[config.mk]
export PLATFORM = sky130hd
export DESIGN_NAME = bilinear_gradient_fill_pixel
export DESIGN_NICKNAME = d
export VERILOG_FILES = /design/src/bgf_pkg.sv /design/src/bilinear_gradient_fill_pixel.sv /design/src/bgf_div.sv
export SDC_FILE = /design/constraint.sdc
export NUM_CORES = 2
export LEC_CHECK = 0
export BUFFER_PORTS_ARGS = -buffer_cell sky130_fd_sc_hd__buf_2
export CAP_MARGIN = 20
export CORE_MARGIN = 8
export CORE_UTILIZATION = 65
export CTS_BUF_LIST = sky130_fd_sc_hd__clkbuf_8
export CTS_CLUSTER_DIAMETER = 50
export CTS_CLUSTER_SIZE = 25
export DETAILED_ROUTE_END_ITERATION = 10
export GPL_TIMING_DRIVEN = 0
export PLACE_DENSITY = 0.91
export SETUP_SLACK_MARGIN = 0.02
export SYNTH_ARGS = -nofsm -noshare
export SYNTH_HDL_FRONTEND = slang
export SYNTH_SLANG_ARGS = --single-unit
[constraint.sdc]
create_clock -name clk -period 7.4 [get_ports clk]
set_input_delay 0.37 -clock clk [delete_from_list [all_inputs] [get_ports clk]]
set_output_delay 0.37 -clock clk [all_outputs]
set_load 0.005 [all_outputs]
[src/bgf_pkg.sv]
// ----------------------------------------------------------------------------
// bgf_pkg
// Shared constants, register map and helpers for the gradient fill pipeline.
// ----------------------------------------------------------------------------
package bgf_pkg;

    localparam int COORD_BITS = 12;
    localparam int FRAC_BITS  = 16;

    localparam int PIX_W   = 12;
    localparam int SIZE_W  = 13;
    localparam int GRAD_W  = 10;
    localparam int COLOR_W = 24;
    localparam int CH_W    = 8;
    localparam int ADDR_W  = 5;
    localparam int DATA_W  = 32;

    // coordinate bits actually used
    localparam int X_W = (COORD_BITS < PIX_W) ? COORD_BITS : PIX_W;

    // divider: restoring, DIV_STEPS quotient bits per stage
    localparam int DIV_STEPS  = 2;
    localparam int DIV_STAGES = (FRAC_BITS + DIV_STEPS - 1) / DIV_STEPS;
    localparam int REM_W      = SIZE_W;

    // position / factor, Q1.FRAC_BITS, range 0..1 inclusive
    localparam int T_W       = FRAC_BITS + 1;
    localparam int GRAD_FRAC = 8;
    localparam int GMAG_W    = GRAD_FRAC + 1;
    localparam int GRAD_MAX  = 256;
    localparam int SUB_W     = FRAC_BITS + GRAD_FRAC + 1;
    localparam int FXY_W     = 2 * T_W;
    localparam int PROD_W    = FXY_W + CH_W;

    localparam logic [T_W-1:0]   FRAC_ONE = T_W'(1) << FRAC_BITS;
    localparam logic [SUB_W-1:0] SUB_ONE  = SUB_W'(1) << (FRAC_BITS + GRAD_FRAC);
    localparam logic [CH_W-1:0]  ALPHA_VAL = 8'hFF;

    // pipeline: divider stages, product, factor, factor product, channel
    localparam int PIPE_DEPTH = DIV_STAGES + 4;

    typedef enum logic [2:0] {
        REG_BASE_COLOR  = 3'd0,
        REG_FILL_WIDTH  = 3'd1,
        REG_FILL_HEIGHT = 3'd2,
        REG_GRAD_X      = 3'd3,
        REG_GRAD_Y      = 3'd4
    } reg_idx_t;

    typedef struct packed {
        logic              neg;
        logic [GMAG_W-1:0] mag;
    } grad_t;

    // clamp strength to -1..1 and split into sign and magnitude
    function automatic grad_t sat_grad(input logic signed [GRAD_W-1:0] g);
        grad_t                    r;
        logic signed [GRAD_W-1:0] a;
        r.neg = (g < 0);
        if (g > GRAD_MAX)
            a = GRAD_W'(GRAD_MAX);
        else if (g < -GRAD_MAX)
            a = GRAD_W'(GRAD_MAX);
        else if (r.neg)
            a = -g;
        else
            a = g;
        r.mag = a[GMAG_W-1:0];
        return r;
    endfunction

endpackage

[src/bilinear_gradient_fill_pixel.sv]
// ----------------------------------------------------------------------------
// bilinear_gradient_fill_pixel
// Gradient-shaded rectangle fill, one RGBA pixel per coordinate item.
// ----------------------------------------------------------------------------
// Pipeline: 12 register stages; done marks each result leaving the last one.
// Throughput: one item per clock; busy is never raised, done never waits.
// Depth is set by the 8-stage position divider (2 quotient bits per stage)
// followed by four multiply and subtract stages.
// Reset: rst_n clears the in-flight valid bits and loads the register defaults.
// ----------------------------------------------------------------------------
module bilinear_gradient_fill_pixel
    import bgf_pkg::*;
(
    input  logic              clk,
    input  logic              rst_n,
    // item in
    input  logic              start,
    output logic              busy,
    input  logic [PIX_W-1:0]  pix_x,
    input  logic [PIX_W-1:0]  pix_y,
    // item out
    output logic              done,
    output logic [CH_W-1:0]   red,
    output logic [CH_W-1:0]   green,
    output logic [CH_W-1:0]   blue,
    output logic [CH_W-1:0]   alpha,
    // register port
    input  logic              psel,
    input  logic              penable,
    input  logic              pwrite,
    input  logic [ADDR_W-1:0] paddr,
    input  logic [DATA_W-1:0] pwdata,
    output logic [DATA_W-1:0] prdata,
    output logic              pready
);

    // ------------------------------------------------------------------
    // Configuration registers
    // ------------------------------------------------------------------
    logic [COLOR_W-1:0]       base_color_reg;
    logic [SIZE_W-1:0]        fill_width_reg;
    logic [SIZE_W-1:0]        fill_height_reg;
    logic signed [GRAD_W-1:0] grad_x_reg;
    logic signed [GRAD_W-1:0] grad_y_reg;

    reg_idx_t reg_idx;
    logic     wr_en;

    assign pready  = 1'b1;
    assign reg_idx = reg_idx_t'(paddr[ADDR_W-1:2]);
    assign wr_en   = psel & penable & pwrite & pready;

    always_ff @(posedge clk or negedge rst_n)
    begin
        if (!rst_n)
        begin
            base_color_reg  <= '1;
            fill_width_reg  <= SIZE_W'(1);
            fill_height_reg <= SIZE_W'(1);
            grad_x_reg      <= '0;
            grad_y_reg      <= '0;
        end
        else if (wr_en)
        begin
            // addresses past the last register are dropped
            unique case (reg_idx)
                REG_BASE_COLOR:  base_color_reg  <= pwdata[COLOR_W-1:0];
                REG_FILL_WIDTH:  fill_width_reg  <= pwdata[SIZE_W-1:0];
                REG_FILL_HEIGHT: fill_height_reg <= pwdata[SIZE_W-1:0];
                REG_GRAD_X:      grad_x_reg      <= pwdata[GRAD_W-1:0];
                REG_GRAD_Y:      grad_y_reg      <= pwdata[GRAD_W-1:0];
                default: ;
            endcase
        end
    end

    always_comb
    begin
        unique case (reg_idx)
            REG_BASE_COLOR:  prdata = DATA_W'(base_color_reg);
            REG_FILL_WIDTH:  prdata = DATA_W'(fill_width_reg);
            REG_FILL_HEIGHT: prdata = DATA_W'(fill_height_reg);
            REG_GRAD_X:      prdata = DATA_W'(unsigned'(grad_x_reg));
            REG_GRAD_Y:      prdata = DATA_W'(unsigned'(grad_y_reg));
            default:         prdata = '0;
        endcase
    end

    // The user must change registers only while idle; the block does not enforce
    // it. The pipeline reads them directly. A size of zero behaves as one.
    logic [SIZE_W-1:0] width_eff;
    logic [SIZE_W-1:0] height_eff;
    grad_t             gx;
    grad_t             gy;

    assign width_eff  = (fill_width_reg  == '0) ? SIZE_W'(1) : fill_width_reg;
    assign height_eff = (fill_height_reg == '0) ? SIZE_W'(1) : fill_height_reg;
    assign gx         = sat_grad(grad_x_reg);
    assign gy         = sat_grad(grad_y_reg);

    // ------------------------------------------------------------------
    // Valid chain: never stalls, so an item is taken on every start
    // ------------------------------------------------------------------
    logic [PIPE_DEPTH-1:0] vld_reg;
    logic [PIPE_DEPTH-1:0] vld_next;

    assign busy     = 1'b0;
    assign vld_next = {vld_reg[PIPE_DEPTH-2:0], start & ~busy};

    always_ff @(posedge clk or negedge rst_n)
    begin
        if (!rst_n)
            vld_reg <= '0;
        else
            vld_reg <= vld_next;
    end

    // ------------------------------------------------------------------
    // Stages 1..8: position t = x / size in Q1.16, saturating at 1.0
    // ------------------------------------------------------------------
    logic [T_W-1:0] tx;
    logic [T_W-1:0] ty;

    bgf_div u_div_x
    (
        .clk (clk),
        .num (pix_x[X_W-1:0]),
        .den (width_eff),
        .t   (tx)
    );

    bgf_div u_div_y
    (
        .clk (clk),
        .num (pix_y[X_W-1:0]),
        .den (height_eff),
        .t   (ty)
    );

    // ------------------------------------------------------------------
    // Stage 9: strength times distance. A negative strength darkens from
    // the near edge, so it works on 1 - t.
    // ------------------------------------------------------------------
    logic [T_W-1:0]   mx;
    logic [T_W-1:0]   my;
    logic [SUB_W-1:0] sub_x_next;
    logic [SUB_W-1:0] sub_y_next;
    logic [SUB_W-1:0] sub_x_reg;
    logic [SUB_W-1:0] sub_y_reg;

    assign mx         = gx.neg ? T_W'(FRAC_ONE - tx) : tx;
    assign my         = gy.neg ? T_W'(FRAC_ONE - ty) : ty;
    assign sub_x_next = SUB_W'(gx.mag) * SUB_W'(mx);
    assign sub_y_next = SUB_W'(gy.mag) * SUB_W'(my);

    // ------------------------------------------------------------------
    // Stage 10: factor = (1.0 - sub) in Q1.16, product never exceeds 1.0
    // ------------------------------------------------------------------
    logic [SUB_W-1:0] diff_x;
    logic [SUB_W-1:0] diff_y;
    logic [T_W-1:0]   fx_reg;
    logic [T_W-1:0]   fy_reg;

    assign diff_x = SUB_ONE - sub_x_reg;
    assign diff_y = SUB_ONE - sub_y_reg;

    // ------------------------------------------------------------------
    // Stage 11: combined factor fx * fy, Q2.32
    // ------------------------------------------------------------------
    logic [FXY_W-1:0] fxy_next;
    logic [FXY_W-1:0] fxy_reg;

    assign fxy_next = FXY_W'(fx_reg) * FXY_W'(fy_reg);

    // ------------------------------------------------------------------
    // Stage 12: scale each channel, keep the integer part
    // ------------------------------------------------------------------
    logic [PROD_W-1:0] prod_r;
    logic [PROD_W-1:0] prod_g;
    logic [PROD_W-1:0] prod_b;
    logic [CH_W-1:0]   red_reg;
    logic [CH_W-1:0]   green_reg;
    logic [CH_W-1:0]   blue_reg;

    assign prod_r = PROD_W'(base_color_reg[23:16]) * PROD_W'(fxy_reg);
    assign prod_g = PROD_W'(base_color_reg[15:8])  * PROD_W'(fxy_reg);
    assign prod_b = PROD_W'(base_color_reg[7:0])   * PROD_W'(fxy_reg);

    // datapath registers carry no reset; valid bits qualify them
    always_ff @(posedge clk)
    begin
        sub_x_reg <= sub_x_next;
        sub_y_reg <= sub_y_next;
        fx_reg    <= diff_x[SUB_W-1:GRAD_FRAC];
        fy_reg    <= diff_y[SUB_W-1:GRAD_FRAC];
        fxy_reg   <= fxy_next;
        red_reg   <= prod_r[2*FRAC_BITS+CH_W-1:2*FRAC_BITS];
        green_reg <= prod_g[2*FRAC_BITS+CH_W-1:2*FRAC_BITS];
        blue_reg  <= prod_b[2*FRAC_BITS+CH_W-1:2*FRAC_BITS];
    end

    assign done  = vld_reg[PIPE_DEPTH-1];
    assign red   = red_reg;
    assign green = green_reg;
    assign blue  = blue_reg;
    assign alpha = ALPHA_VAL;

endmodule

[src/bgf_div.sv]
// ----------------------------------------------------------------------------
// bgf_div
// Pipelined restoring divider: t = min(num * 2^FRAC_BITS / den, 1.0).
// ----------------------------------------------------------------------------
module bgf_div
    import bgf_pkg::*;
(
    input  logic              clk,
    input  logic [X_W-1:0]    num,
    input  logic [SIZE_W-1:0] den,   // never zero
    output logic [T_W-1:0]    t
);

    logic [REM_W-1:0]     rem_in   [DIV_STAGES];
    logic [FRAC_BITS-1:0] q_in     [DIV_STAGES];
    logic                 sat_in   [DIV_STAGES];
    logic [REM_W-1:0]     rem_next [DIV_STAGES];
    logic [FRAC_BITS-1:0] q_next   [DIV_STAGES];
    logic [REM_W-1:0]     rem_reg  [DIV_STAGES];
    logic [FRAC_BITS-1:0] q_reg    [DIV_STAGES];
    logic                 sat_reg  [DIV_STAGES];

    genvar k;
    generate
        for (k = 0; k < DIV_STAGES; k++) begin : g_stage
            if (k == 0) begin : g_first
                // num >= den means position at or past the edge: saturate
                assign rem_in[k] = REM_W'(num);
                assign q_in[k]   = '0;
                assign sat_in[k] = (REM_W'(num) >= den);
            end
            else begin : g_rest
                assign rem_in[k] = rem_reg[k-1];
                assign q_in[k]   = q_reg[k-1];
                assign sat_in[k] = sat_reg[k-1];
            end

            always_comb
            begin
                logic [REM_W-1:0]     r;
                logic [FRAC_BITS-1:0] q;
                logic [REM_W:0]       r2;
                r  = rem_in[k];
                q  = q_in[k];
                r2 = '0;
                for (int j = 0; j < DIV_STEPS; j++)
                begin
                    if (k * DIV_STEPS + j < FRAC_BITS)
                    begin
                        r2 = {r, 1'b0};
                        if (r2 >= {1'b0, den})
                        begin
                            r = REM_W'(r2 - {1'b0, den});
                            q = {q[FRAC_BITS-2:0], 1'b1};
                        end
                        else
                        begin
                            r = r2[REM_W-1:0];
                            q = {q[FRAC_BITS-2:0], 1'b0};
                        end
                    end
                end
                rem_next[k] = r;
                q_next[k]   = q;
            end

            always_ff @(posedge clk)
            begin
                rem_reg[k] <= rem_next[k];
                q_reg[k]   <= q_next[k];
                sat_reg[k] <= sat_in[k];
            end
        end
    endgenerate

    assign t = sat_reg[DIV_STAGES-1] ? FRAC_ONE : {1'b0, q_reg[DIV_STAGES-1]};

endmodule

==> metrics.yaml <==
final_layout:
  fill_cells: 8545
  final_nets: 10850
  layout-drive-gt1-share_pct: 8.098
  fin_util_pct: 69.66
  layout.cells.non_filler: 10580
  syn_to_final_growth_pct: 6.745
critical_path:
  critPathMaxStageDelay_ns: 0.67
  cp-start-kind: "flop"
  path_depth: 22
  cp.arrival_ns: 7.80
  path_delay_family: "adder cells"
  regToRegEndpoint: "fxy_reg[29]$_DFF_P_"
  reg2reg_depth: 22
  slowest_stage: "dfxtp_1"
  r2r_start: "fx_reg[0]$_DFF_P_"
  cp-end-kind: "flop"
  r2r_slack_ns: 0.19
  path_cells: "clkbuf_1, nand2_1, fa_1, inv_1, ha_1, inv_1, fa_1, fa_1, inv_1, fa_1, inv_1, fa_1, inv_1, ha_1, a21oi_1, o21bai_1, or3b_2, a211oi_1, o311a_1, a21oi_1, a21oi_1, xnor2_1"
  critical_path.startpoint: "fx_reg[0]$_DFF_P_"
  setup.worst_path.end: "fxy_reg[29]$_DFF_P_"
  cp.required_ns: 7.99
  path_buf_inv: 6
  path_class: "flop to flop"
  path_max_fanout: 10
grt:
  grt_pass1_vias: 67550
  antenna_found_initial: 3
  track_usage_pct: 31.79
  grt-ovfl-total: 0
  grt_pass1_wl_mm: 339.0
  grt_max_degree: 72
detailed_routing:
  drtIter0Drc: 5592
  first_pass_iters: 9
  drt_wl_total_mm: 209.8
  ant_nets: 0
  via_per_inst: 6.101
  num_vias: 64540
  drc: 0
  wl_per_cell_microns: 19.83
cts:
  cts_tree: "done"
  insertion_delay_ns: 0.80
  clock_sinks: 566
  cts_buffers: 71
  clockBufferDepth: 3
  clkTransAtPathRegs_ns: 0.11
  htreeDepth: 3
  cts_root_buf: "clkbuf_8"
sta:
  hold_violations: 0
  holdWs_ns: 0.05727
  finClkSkew_ns: 0.04579
  min_period_ns: 7.207
  fmaxAchievable_mhz: 138.7
  worstMarginPinSlew_ns: 1.239
  setup_viol: 0
  final.period_utilization_pct: 97.40
  fin_ws_ns: 0.1927
  timing.final.max_slew_violations: 0
  slew_headroom_pct: 17.32
floorplan:
  die-area_sq_mm: 0.1293
  fp.coreArea_sq_mm: 0.1176
  start_util_pct: 65.25
  row_count: 126
  io_pins: 134
  die-height_microns: 359.6
  die_x_microns: 359.6
placement:
  placed_cells: 10390
  post-place-ws_ns: -0.8894
  dp_hpwl_mm: 165.3
  gp_congestion: 0.9926
  port-buffer-count: 102
logic_synthesis:
  ys_seq_area_share_pct: 15.34
  yosysWarnings: 0
  ys.flop_type: "dfxtp_1"
  avgSynthCellArea_sq_um: 8.790
  synth_seq_cells: 566
  syn_inst: 8731
  netlist_area_sq_mm: 0.07674
  synthArstFlopShare_pct: 14.49
  synth-edff-count: 0
  ys_types: 92
job:
  maxCapViolations: 0
min_path:
  min-delay-start: "pix_x[4]"
  hold_class: "input pin to flop"
run_status:
  status: "complete, no violations"
-- kinds of logic after synthesis --
logic type	Yosys count	synth area share (%)
buf+inv	1550	7.681
compound gates	1362	11.43
flops	566	15.34
xor+xnor	450	5.136
other cells	2	0.009786
fa+ha+maj	1798	39.29
mux	291	4.223
simple gates	2712	16.89
-- Yosys cell counts (all sizes together) (159+ instances only) --
cell,instances,area share [%]
inv,1211,5.9
nand2,1075,5.3
fa,1020,27
ha,778,13
nor2,505,2.5
and2,484,3.9
dfxtp,484,13
a21oi,373,2.4
o21ai,302,2.0
clkbuf,299,1.5
xnor2,291,3.3
mux2,262,3.8
a21o,173,1.7
xor2,159,1.8
-- layout by cell type (no fill, tap or decap), drive strengths merged, types with 49 or more instances in the layout --
cell	n
nand3	92
or3	57
nand4	62
dfxtp	484
nor2b	68
ha	778
o21a	75
dfrtp	56
nand2b	75
a21o	173
a21oi	373
and2	484
o21ai	302
nor3	120
clkbuf	371
nand2	1075
xnor2	291
mux2	262
buf	162
inv	1240
o21bai	49
nor2	505
fa	1020
xor2	159
-- per-stage QoR --
stage	instance area, sq um	setup TNS, ns
final	81920	0
after CTS	81580	0
after detailed placement	79340	-81.27
after global placement	79240	-143.53
after global routing	81920	-0.009769
after floorplan	76800	0
-- how the worst min path moves through the flow --
stage / to / slack, ns / cells past startpoint
2_1_floorplan: fill_height_reg[10]$_DFFE_PN0P_ / 0.07 / 0
3_3_place_gp: u_div_x.q_reg[1][18]$_DFF_P_ / 0.31 / 0
3_5_place_dp: u_div_x.q_reg[1][25]$_DFF_P_ / 0.31 / 0
4_1_cts: u_div_x.rem_reg[0][9]$_DFF_P_ / 0.003 / 4
5_1_grt: u_div_x.sat_reg[0][0]$_DFF_P_ / 0.04 / 4
6_report: u_div_x.rem_reg[0][6]$_DFF_P_ / 0.06 / 4
-- cell type report --
cell class	instances	area, sq um	area share (%)
repair buffers	165	1210	1.477
multi-input cells	6631	59310	72.41
diodes	4	10.01	0.01222
well taps	1536	1922	2.346
plain buffers	332	1386	1.692
clock inverters	55	685.7	0.8370
inverters	1214	4557	5.563
flip-flops and latches	566	11790	14.39
clock buffers	76	1046	1.277
-- worst register-to-register path, delay by kind of cell (launching register included) --
| family | cells | cell delay (ns) |
|---|---|---|
| AOI/OAI and AO/OA | 6 | 1.54 |
| xor gates and xnor gates | 1 | 0.38 |
| adders and majority gates | 7 | 2.91 |
| buffers and inverters | 6 | 0.82 |
| DFF | 1 | 0.67 |
| and+or+nand+nor | 2 | 0.68 |
-- repair_timing --
item,in CTS,in global routing
setup buffers,2,10
pin swaps,1,4
resized for setup,40,86
hold buffers,40,0
hold endpoints to repair,151,0
setup endpoints to repair,180,170
-- routing by layer --
layer | routed length [microns] | GRT usage, % | part of all wire [%]
met5 | 0 | 0 | 0
met4 | 12950 | 17.60 | 6.2
met3 | 21980 | 7.924 | 10
met2 | 96850 | 52.35 | 46
met1 | 78010 | 38.22 | 37
Power is not shown: default switching activity piles up to over one toggle a cycle in this logic, so the estimate is an artifact.
